--- src/hw/rtl/blecrc_pkg.sv ---
// Shared types, constants and CRC-24 helper functions for the BLE advertising CRC checker.
package blecrc_pkg;

    localparam logic [23:0] CRC_POLY        = 24'h00065B;
    localparam logic [23:0] CRC_START_RESET = 24'h555555;
    localparam logic [7:0]  MAX_PDU_LEN     = 8'd37;

    localparam logic [8:0]  POS_HEADER      = 9'd0;
    localparam logic [8:0]  POS_LENGTH      = 9'd1;
    localparam logic [8:0]  CRC_HEAD_BYTES  = 9'd2;

    typedef struct packed {
        logic       valid;
        logic [7:0] data_byte;
        logic       frame_start;
    } blecrc_item_t;

    typedef struct packed {
        logic        crc_ok;
        logic        length_error;
        logic [7:0]  payload_length;
        logic [23:0] computed_crc;
    } blecrc_result_t;

    function automatic logic [7:0] rev8(input logic [7:0] b);
        logic [7:0] r;
        for (int i = 0; i < 8; i++)
        begin
            r[i] = b[7 - i];
        end
        return r;
    endfunction

    function automatic logic [23:0] crc_feed(input logic [23:0] crc, input logic [7:0] b);
        logic [23:0] c;
        c = crc ^ {rev8(b), 16'h0000};
        for (int i = 0; i < 8; i++)
        begin
            if (c[23])
            begin
                c = {c[22:0], 1'b0} ^ CRC_POLY;
            end
            else
            begin
                c = {c[22:0], 1'b0};
            end
        end
        return c;
    endfunction

    function automatic logic [23:0] crc_as_sent(input logic [23:0] crc);
        return {rev8(crc[23:16]), rev8(crc[15:8]), rev8(crc[7:0])};
    endfunction

endpackage

--- src/hw/rtl/blecrc_ifs.sv ---
// Valid/ready channel interfaces for received bytes and check results.
interface blecrc_rx_if;
    logic       valid;
    logic       ready;
    logic [7:0] data_byte;
    logic       frame_start;

    modport source (output valid, output data_byte, output frame_start, input ready);
    modport sink (input valid, input data_byte, input frame_start, output ready);
endinterface

interface blecrc_res_if;
    logic        valid;
    logic        ready;
    logic        crc_ok;
    logic        length_error;
    logic [7:0]  payload_length;
    logic [23:0] computed_crc;

    modport source (output valid, output crc_ok, output length_error,
                    output payload_length, output computed_crc, input ready);
    modport sink (input valid, input crc_ok, input length_error,
                  input payload_length, input computed_crc, output ready);
endinterface

--- src/hw/rtl/blecrc_in_reg.sv ---
// Input register stage that captures one received byte beat.
module blecrc_in_reg
(
    input  logic                     clk,
    input  logic                     rst_n,
    input  logic                     in_valid,
    input  logic [7:0]               in_data_byte,
    input  logic                     in_frame_start,
    output logic                     in_ready,
    input  logic                     take,
    output blecrc_pkg::blecrc_item_t item
);

    logic       valid_reg;
    logic [7:0] byte_reg;
    logic       start_reg;

    assign in_ready = !valid_reg || take;

    always_ff @(posedge clk or negedge rst_n)
    begin
        if (!rst_n)
        begin
            valid_reg <= 1'b0;
        end
        else if (in_ready)
        begin
            valid_reg <= in_valid;
        end
    end

    always_ff @(posedge clk)
    begin
        if (in_ready && in_valid)
        begin
            byte_reg  <= in_data_byte;
            start_reg <= in_frame_start;
        end
    end

    assign item.valid       = valid_reg;
    assign item.data_byte   = byte_reg;
    assign item.frame_start = start_reg;

endmodule

--- src/hw/rtl/blecrc_engine.sv ---
// Packet framing state and byte-wide CRC-24 update for the registered byte.
module blecrc_engine
(
    input  logic                       clk,
    input  logic                       rst_n,
    input  blecrc_pkg::blecrc_item_t   item,
    input  logic [23:0]                crc_start,
    input  logic                       out_free,
    output logic                       take,
    output logic                       res_load,
    output blecrc_pkg::blecrc_result_t res
);

    logic [23:0] crc_reg, crc_next;
    logic [8:0]  pos_reg, pos_next;
    logic [7:0]  len_reg, len_next;
    logic [15:0] rcv_reg, rcv_next;
    logic        inp_reg, inp_next;

    logic [23:0] crc_cur;
    logic [8:0]  pos_cur;
    logic [7:0]  len_cur;
    logic [15:0] rcv_cur;
    logic        inp_cur;
    logic [8:0]  crc_first;
    logic [23:0] rcv_full;
    logic [23:0] sent;
    logic        gen;

    always_comb
    begin
        crc_cur   = item.frame_start ? crc_start : crc_reg;
        pos_cur   = item.frame_start ? '0 : pos_reg;
        len_cur   = item.frame_start ? '0 : len_reg;
        rcv_cur   = item.frame_start ? '0 : rcv_reg;
        inp_cur   = item.frame_start || inp_reg;
        crc_first = blecrc_pkg::CRC_HEAD_BYTES + {1'b0, len_cur};
        rcv_full  = {rcv_cur, item.data_byte};
        sent      = blecrc_pkg::crc_as_sent(crc_cur);

        crc_next  = crc_cur;
        pos_next  = pos_cur;
        len_next  = len_cur;
        rcv_next  = rcv_cur;
        inp_next  = inp_cur;
        gen       = 1'b0;
        res       = '0;

        if (inp_cur)
        begin
            priority if (pos_cur == blecrc_pkg::POS_HEADER)
            begin
                crc_next = blecrc_pkg::crc_feed(crc_cur, item.data_byte);
                pos_next = blecrc_pkg::POS_LENGTH;
            end
            else if (pos_cur == blecrc_pkg::POS_LENGTH)
            begin
                len_next = item.data_byte;
                crc_next = blecrc_pkg::crc_feed(crc_cur, item.data_byte);
                pos_next = blecrc_pkg::CRC_HEAD_BYTES;
                if (item.data_byte > blecrc_pkg::MAX_PDU_LEN)
                begin
                    inp_next           = 1'b0;
                    gen                = 1'b1;
                    res.length_error   = 1'b1;
                    res.payload_length = item.data_byte;
                end
            end
            else if (pos_cur < crc_first)
            begin
                crc_next = blecrc_pkg::crc_feed(crc_cur, item.data_byte);
                pos_next = pos_cur + 9'd1;
            end
            else if (pos_cur < crc_first + 9'd2)
            begin
                rcv_next = rcv_full[15:0];
                pos_next = pos_cur + 9'd1;
            end
            else
            begin
                rcv_next           = rcv_full[15:0];
                inp_next           = 1'b0;
                gen                = 1'b1;
                res.crc_ok         = (sent == rcv_full);
                res.payload_length = len_cur;
                res.computed_crc   = sent;
            end
        end
    end

    assign take     = item.valid && (!gen || out_free);
    assign res_load = take && gen;

    always_ff @(posedge clk or negedge rst_n)
    begin
        if (!rst_n)
        begin
            crc_reg <= blecrc_pkg::CRC_START_RESET;
            pos_reg <= '0;
            len_reg <= '0;
            rcv_reg <= '0;
            inp_reg <= 1'b0;
        end
        else if (take)
        begin
            crc_reg <= crc_next;
            pos_reg <= pos_next;
            len_reg <= len_next;
            rcv_reg <= rcv_next;
            inp_reg <= inp_next;
        end
    end

    a_result_ends_packet: assert property (@(posedge clk) disable iff (!rst_n)
        res_load |=> !inp_reg)
        else $error("Packet still open after its result beat.");

    a_position_bounded: assert property (@(posedge clk) disable iff (!rst_n)
        inp_reg |-> (pos_reg != '0 && pos_reg <= {1'b0, len_reg} + 9'd4))
        else $error("Byte position ran past the CRC bytes.");

    a_length_error_form: assert property (@(posedge clk) disable iff (!rst_n)
        (res_load && res.length_error) |-> (!res.crc_ok && res.computed_crc == '0))
        else $error("Length error result carries a CRC verdict.");

endmodule

--- src/hw/rtl/blecrc_out_reg.sv ---
// Output register that holds one result beat until it is taken.
module blecrc_out_reg
(
    input  logic                       clk,
    input  logic                       rst_n,
    input  logic                       load,
    input  blecrc_pkg::blecrc_result_t res_in,
    output logic                       out_free,
    output logic                       out_valid,
    input  logic                       out_ready,
    output blecrc_pkg::blecrc_result_t res_out
);

    logic                       valid_reg;
    blecrc_pkg::blecrc_result_t data_reg;

    assign out_free  = !valid_reg || out_ready;
    assign out_valid = valid_reg;
    assign res_out   = data_reg;

    always_ff @(posedge clk or negedge rst_n)
    begin
        if (!rst_n)
        begin
            valid_reg <= 1'b0;
        end
        else if (out_free)
        begin
            valid_reg <= load;
        end
    end

    always_ff @(posedge clk)
    begin
        if (load)
        begin
            data_reg <= res_in;
        end
    end

endmodule

--- src/hw/rtl/ble_adv_crc24_checker_core.sv ---
// Top level of the BLE advertising packet CRC-24 checker.
// A packet's last byte goes through the input register; its result beat then loads into the output register.
// One byte is accepted every cycle; the input stalls only while a result beat waits
// and the byte in the input register would produce another one.
// Reset clears all framing state, restores the start value 0x555555 and empties
// both registers; there is no clearing pass.
module ble_adv_crc24_checker_core
(
    input  logic        clk,
    input  logic        rst_n,
    blecrc_rx_if.sink   rx,
    blecrc_res_if.source res,
    input  logic        cfg_write_en,
    input  logic [23:0] cfg_write_data
);

    logic [23:0]                crc_start_reg;
    blecrc_pkg::blecrc_item_t   item;
    blecrc_pkg::blecrc_result_t eng_res;
    blecrc_pkg::blecrc_result_t out_res;
    logic                       take;
    logic                       res_load;
    logic                       out_free;

    always_ff @(posedge clk or negedge rst_n)
    begin
        if (!rst_n)
        begin
            crc_start_reg <= blecrc_pkg::CRC_START_RESET;
        end
        else if (cfg_write_en)
        begin
            crc_start_reg <= cfg_write_data;
        end
    end

    blecrc_in_reg u_in_reg
    (
        .clk            (clk),
        .rst_n          (rst_n),
        .in_valid       (rx.valid),
        .in_data_byte   (rx.data_byte),
        .in_frame_start (rx.frame_start),
        .in_ready       (rx.ready),
        .take           (take),
        .item           (item)
    );

    blecrc_engine u_engine
    (
        .clk       (clk),
        .rst_n     (rst_n),
        .item      (item),
        .crc_start (crc_start_reg),
        .out_free  (out_free),
        .take      (take),
        .res_load  (res_load),
        .res       (eng_res)
    );

    blecrc_out_reg u_out_reg
    (
        .clk       (clk),
        .rst_n     (rst_n),
        .load      (res_load),
        .res_in    (eng_res),
        .out_free  (out_free),
        .out_valid (res.valid),
        .out_ready (res.ready),
        .res_out   (out_res)
    );

    assign res.crc_ok         = out_res.crc_ok;
    assign res.length_error   = out_res.length_error;
    assign res.payload_length = out_res.payload_length;
    assign res.computed_crc   = out_res.computed_crc;

endmodule

--- src/flat_wrapper.sv ---
// flat-port wrapper written by rule: the top's interface ports become plain ports
module ble_adv_crc24_checker_core_flat 
  (clk, rst_n, cfg_write_en, cfg_write_data, rx_valid, rx_data_byte, rx_frame_start, rx_ready, res_valid, res_crc_ok, res_length_error, res_payload_length, res_computed_crc, res_ready);
  blecrc_rx_if rx_i ();
  blecrc_res_if res_i ();
  input  logic clk;
  input  logic rst_n;
  input  logic cfg_write_en;
  input  logic [23:0] cfg_write_data;
  input wire logic [$bits(rx_i.valid)-1:0] rx_valid;
  input wire logic [$bits(rx_i.data_byte)-1:0] rx_data_byte;
  input wire logic [$bits(rx_i.frame_start)-1:0] rx_frame_start;
  output wire logic [$bits(rx_i.ready)-1:0] rx_ready;
  output wire logic [$bits(res_i.valid)-1:0] res_valid;
  output wire logic [$bits(res_i.crc_ok)-1:0] res_crc_ok;
  output wire logic [$bits(res_i.length_error)-1:0] res_length_error;
  output wire logic [$bits(res_i.payload_length)-1:0] res_payload_length;
  output wire logic [$bits(res_i.computed_crc)-1:0] res_computed_crc;
  input wire logic [$bits(res_i.ready)-1:0] res_ready;
  assign rx_i.valid = rx_valid;
  assign rx_i.data_byte = rx_data_byte;
  assign rx_i.frame_start = rx_frame_start;
  assign rx_ready = rx_i.ready;
  assign res_valid = res_i.valid;
  assign res_crc_ok = res_i.crc_ok;
  assign res_length_error = res_i.length_error;
  assign res_payload_length = res_i.payload_length;
  assign res_computed_crc = res_i.computed_crc;
  assign res_i.ready = res_ready;
  ble_adv_crc24_checker_core u_core (.clk(clk), .rst_n(rst_n), .rx(rx_i), .res(res_i), .cfg_write_en(cfg_write_en), .cfg_write_data(cfg_write_data));
endmodule
--- config.mk ---
export PLATFORM = sky130hd
export DESIGN_NAME = ble_adv_crc24_checker_core_flat
export DESIGN_NICKNAME = d
export VERILOG_FILES = /design/src/hw/rtl/blecrc_pkg.sv /design/src/hw/rtl/blecrc_ifs.sv /design/src/hw/rtl/blecrc_in_reg.sv /design/src/hw/rtl/blecrc_engine.sv /design/src/hw/rtl/blecrc_out_reg.sv /design/src/hw/rtl/ble_adv_crc24_checker_core.sv /design/src/flat_wrapper.sv
export SDC_FILE = /design/constraint.sdc
export NUM_CORES = 1
export LEC_CHECK = 0
export BUFFER_PORTS_ARGS = -buffer_cell sky130_fd_sc_hd__buf_2
export CORE_ASPECT_RATIO = 1.2
export CORE_UTILIZATION = 35
export CTS_BUF_LIST = sky130_fd_sc_hd__clkbuf_16
export CTS_CLUSTER_DIAMETER = 120
export DETAILED_ROUTE_END_ITERATION = 8
export PLACE_DENSITY = 0.58
export SKIP_LAST_GASP = 1
export SYNTH_ARGS = -nofsm -noshare
export SYNTH_HDL_FRONTEND = slang
export SYNTH_SLANG_ARGS = --single-unit
--- constraint.sdc ---
create_clock -name clk -period 6.2 [get_ports clk]
set_clock_uncertainty 0.05 [all_clocks]
set_input_delay 1.24 -clock clk [delete_from_list [all_inputs] [get_ports clk]]
set_output_delay 1.24 -clock clk [all_outputs]
set_load 0.01 [all_outputs]
==> run metrics <==
grt peak-use layer=met2; number of synthesis warnings=0; post-route setup TNS=0 ns; crit end category=output pin; post-CTS setup buffers=0; Worst-path clk slew=roughly 0.060 ns; antenna-violating nets left=0; Post-synth ARST share=roughly 66%; CTS H-tree depth=4; Worst R2R Setup Slack=approximately 1.5 ns; vias=around 5,800; first-pass GRT wire length=33.58 mm; vias per cell=approximately 5.6; Synth Register Bits=127; GPL Wtd Cong=0.8828; max reg flops=34; crit path max fanout=19; max-slew violations=0; status=completed; Placeable Area=~0.020 mm²; M2 GR Usage=33.56%; ys flop type=dfrtp_1; maximum clock rate=186.5 MHz; DIE AREA=roughly 0.022 mm²; Hold Startpoint=u_core.u_engine.crc_reg[2]; Layout area overhead=15.65%; pin count of the biggest net entering global routing=54; TritonCTS clock tree=done; IO Count=74; met1 usage=a little over a quarter; vias in the first global route=between 5,000 and 6,000; GRT Util Overall=20.98%; post-place instance area=between 0.007 and 0.008 mm²; number of failing hold endpoints at the final stage=0; HP Class=reg -> reg; worst IR drop on VDD=0.2258 mV; clk root buf=clkbuf_16; number of core rows=57; Tightest Pin Transition=1.190 ns; final setup violation count=0; initial antenna violation count=0; most frequent cells in the layout=72 x buf_2, 60 x dfrtp_1, 55 x nor2_1, 47 x nand2_1, 47 x xnor2_1; drt total wl=21.69 mm; first-iteration detailed-routing DRC count=around 480; terminus of the critical flop-to-flop path=u_core.u_out_reg.res_out[20]; clock latency on the worst-skew pair=0.43 ns; Hold Path End=u_core.u_engine.crc_reg[2]; Crit Path Class=reg -> out; post-route minimum period=5.361 ns; Final HPWL DP=around 15 mm; power density over the cells=approximately 420 mW/mm²; worst r2r path cells=14; CTS-repair resized insts=0; drt drc=0; CP Data Required Time=4.91 ns; period utilization=~86%; die width=roughly 130 µm; GR Util met3=between 4 and 5%; Hold Crit Depth=2; design area=between 0.008 and 0.009 mm²; GRT Residual Overflow=0; Startpoint Class=flip-flop; diode count=0; Yosys cell types=between 70 and 80; worst r2r src=u_core.u_engine.len_reg[2]; RSZ-0062 raised after global routing=no; clock sink count=approximately 130; Pre-antenna DRT Iters=5; die extent in y=between 150 and 200 µm; most common cell after layout, fill and taps aside=buf_2; sequential fraction of the synthesis area=46.68%; number of fill cells=around 2,000; share of cells above drive strength 1=25.10%; max_cap viols=0; Initial Util=a little over a third; cts hold-fix bufs=0; Max Root-Sink Buffers=2; Mapped Cells=between 600 and 700; Post-synth EDFFs=43; crit path DAT=4.07 ns; Slew Limit Headroom=between 20% and 30%; Mapped Nets=754; LEAKAGE=around 3.4 nW; cts bufs inserted=17; Post-Syn Area=approximately 0.0073 mm²; IO Port Bufs=73; Mean Syn Cell Area=10.51 µm²; fin nets=812; WL/cell=approximately 21 µm
==> layout make-up <==
class                           instances  area [µm²]  share of cell area [%]
Tap cell                              265       331.6                   3.910
Clock inverter                         15       146.4                   1.726
Inverter                               31       116.4                   1.372
Sequential cell                       127        3423                   40.37
Multi-Input combinational cell        498        3597                   42.42
Clock buffer                           17       425.4                   5.016
Timing Repair Buffer                   81       440.4                   5.193
==> worst max-delay path, cell delays in order, from the launching register on <==
cell	delay, ns
edfxtp_1	0.74
inv_1	0.12
nand2_1	0.13
ha_1	0.28
nor3_1	0.31
nand3_1	0.13
xor2_1	0.16
ha_1	0.30
nand4_1	0.11
o31ai_1	0.46
a41o_1	0.48
nand3_1	0.20
buf_2	0.19
==> worst max path at each step <==
stage	from	end	slack, ns	cells after the start
detailed placement	u_core.u_in_reg.start_reg	rx_ready	1.29	12
CTS	u_core.u_in_reg.start_reg	rx_ready	0.82	12
global placement	u_core.u_in_reg.start_reg	rx_ready	1.38	12
finish	u_core.u_in_reg.start_reg	rx_ready	0.84	12
floorplan	u_core.u_in_reg.start_reg	u_core.u_out_reg.res_out[0]	0.45	19
global route	u_core.u_in_reg.start_reg	rx_ready	0.55	12
==> where the power goes <==
group	switching, mW	internal, mW	total (mW)
Sequential	0.227	1.09	1.32
Combinational	0.750	0.548	1.30
Clock	0.393	0.587	0.980
Total	1.37	2.22	3.59
==> through the flow <==
stage | power [mW] | setup WS, ns | util, % | hold WS [ns] | cells
2_1_floorplan | 2.245 | 0.4460 | - | 0.3918 | 698
3_3_place_gp | 2.596 | 1.384 | 38.77 | 0.4045 | 1002
3_5_place_dp | 2.604 | 1.292 | 38.77 | 0.4065 | 1002
4_1_cts | 3.591 | 0.8185 | 41.58 | 0.4139 | 1034
5_1_grt | 3.771 | 0.5484 | 41.58 | 0.4598 | 1034
6_report | 3.594 | 0.8395 | 41.58 | 0.4095 | 1034
==> routing by layer <==
| metal | wire [µm] | vias to the layer above |
|---|---|---|
| li1 | - | 2672 |
| met1 | 9162 | 2825 |
| met4 | 762 | 0 |
| met2 | 10360 | 248 |
| met5 | 0 | - |
| met3 | 1413 | 50 |
==> cell families after synthesis <==
| family | synth area share [%] |
|---|---|
| adder cells (fa/ha/maj) | 3.071 |
| multiplexers | 6.995 |
| flip-flops | 46.68 |
| XOR/XNOR | 8.958 |
| AO/OA/AOI/OAI | 17.49 |
| AND/OR/NAND/NOR | 12.39 |
| buffers and inverters | 4.419 |
==> synth_stat cells, drive strengths merged, types with 18 or more instances <==
| cell type | n | share of area (%) |
|---|---|---|
| nor2 | 65 | 3.7 |
| mux2 | 23 | 3.6 |
| edfxtp | 43 | 18 |
| a21oi | 32 | 2.8 |
| xor2 | 28 | 3.3 |
| dfstp | 24 | 8.6 |
| a22o | 23 | 2.7 |
| o21ai | 24 | 1.6 |
| clkbuf | 23 | 1.2 |
| xnor2 | 47 | 5.6 |
| buf | 19 | 1.6 |
| mux2i | 25 | 3.4 |
| inv | 31 | 1.6 |
| dfrtp | 60 | 20 |
| o22ai | 27 | 2.3 |
| nand2 | 47 | 2.4 |
| ha | 18 | 3.1 |
No activity file was read; power rests on OpenSTA's default activity.
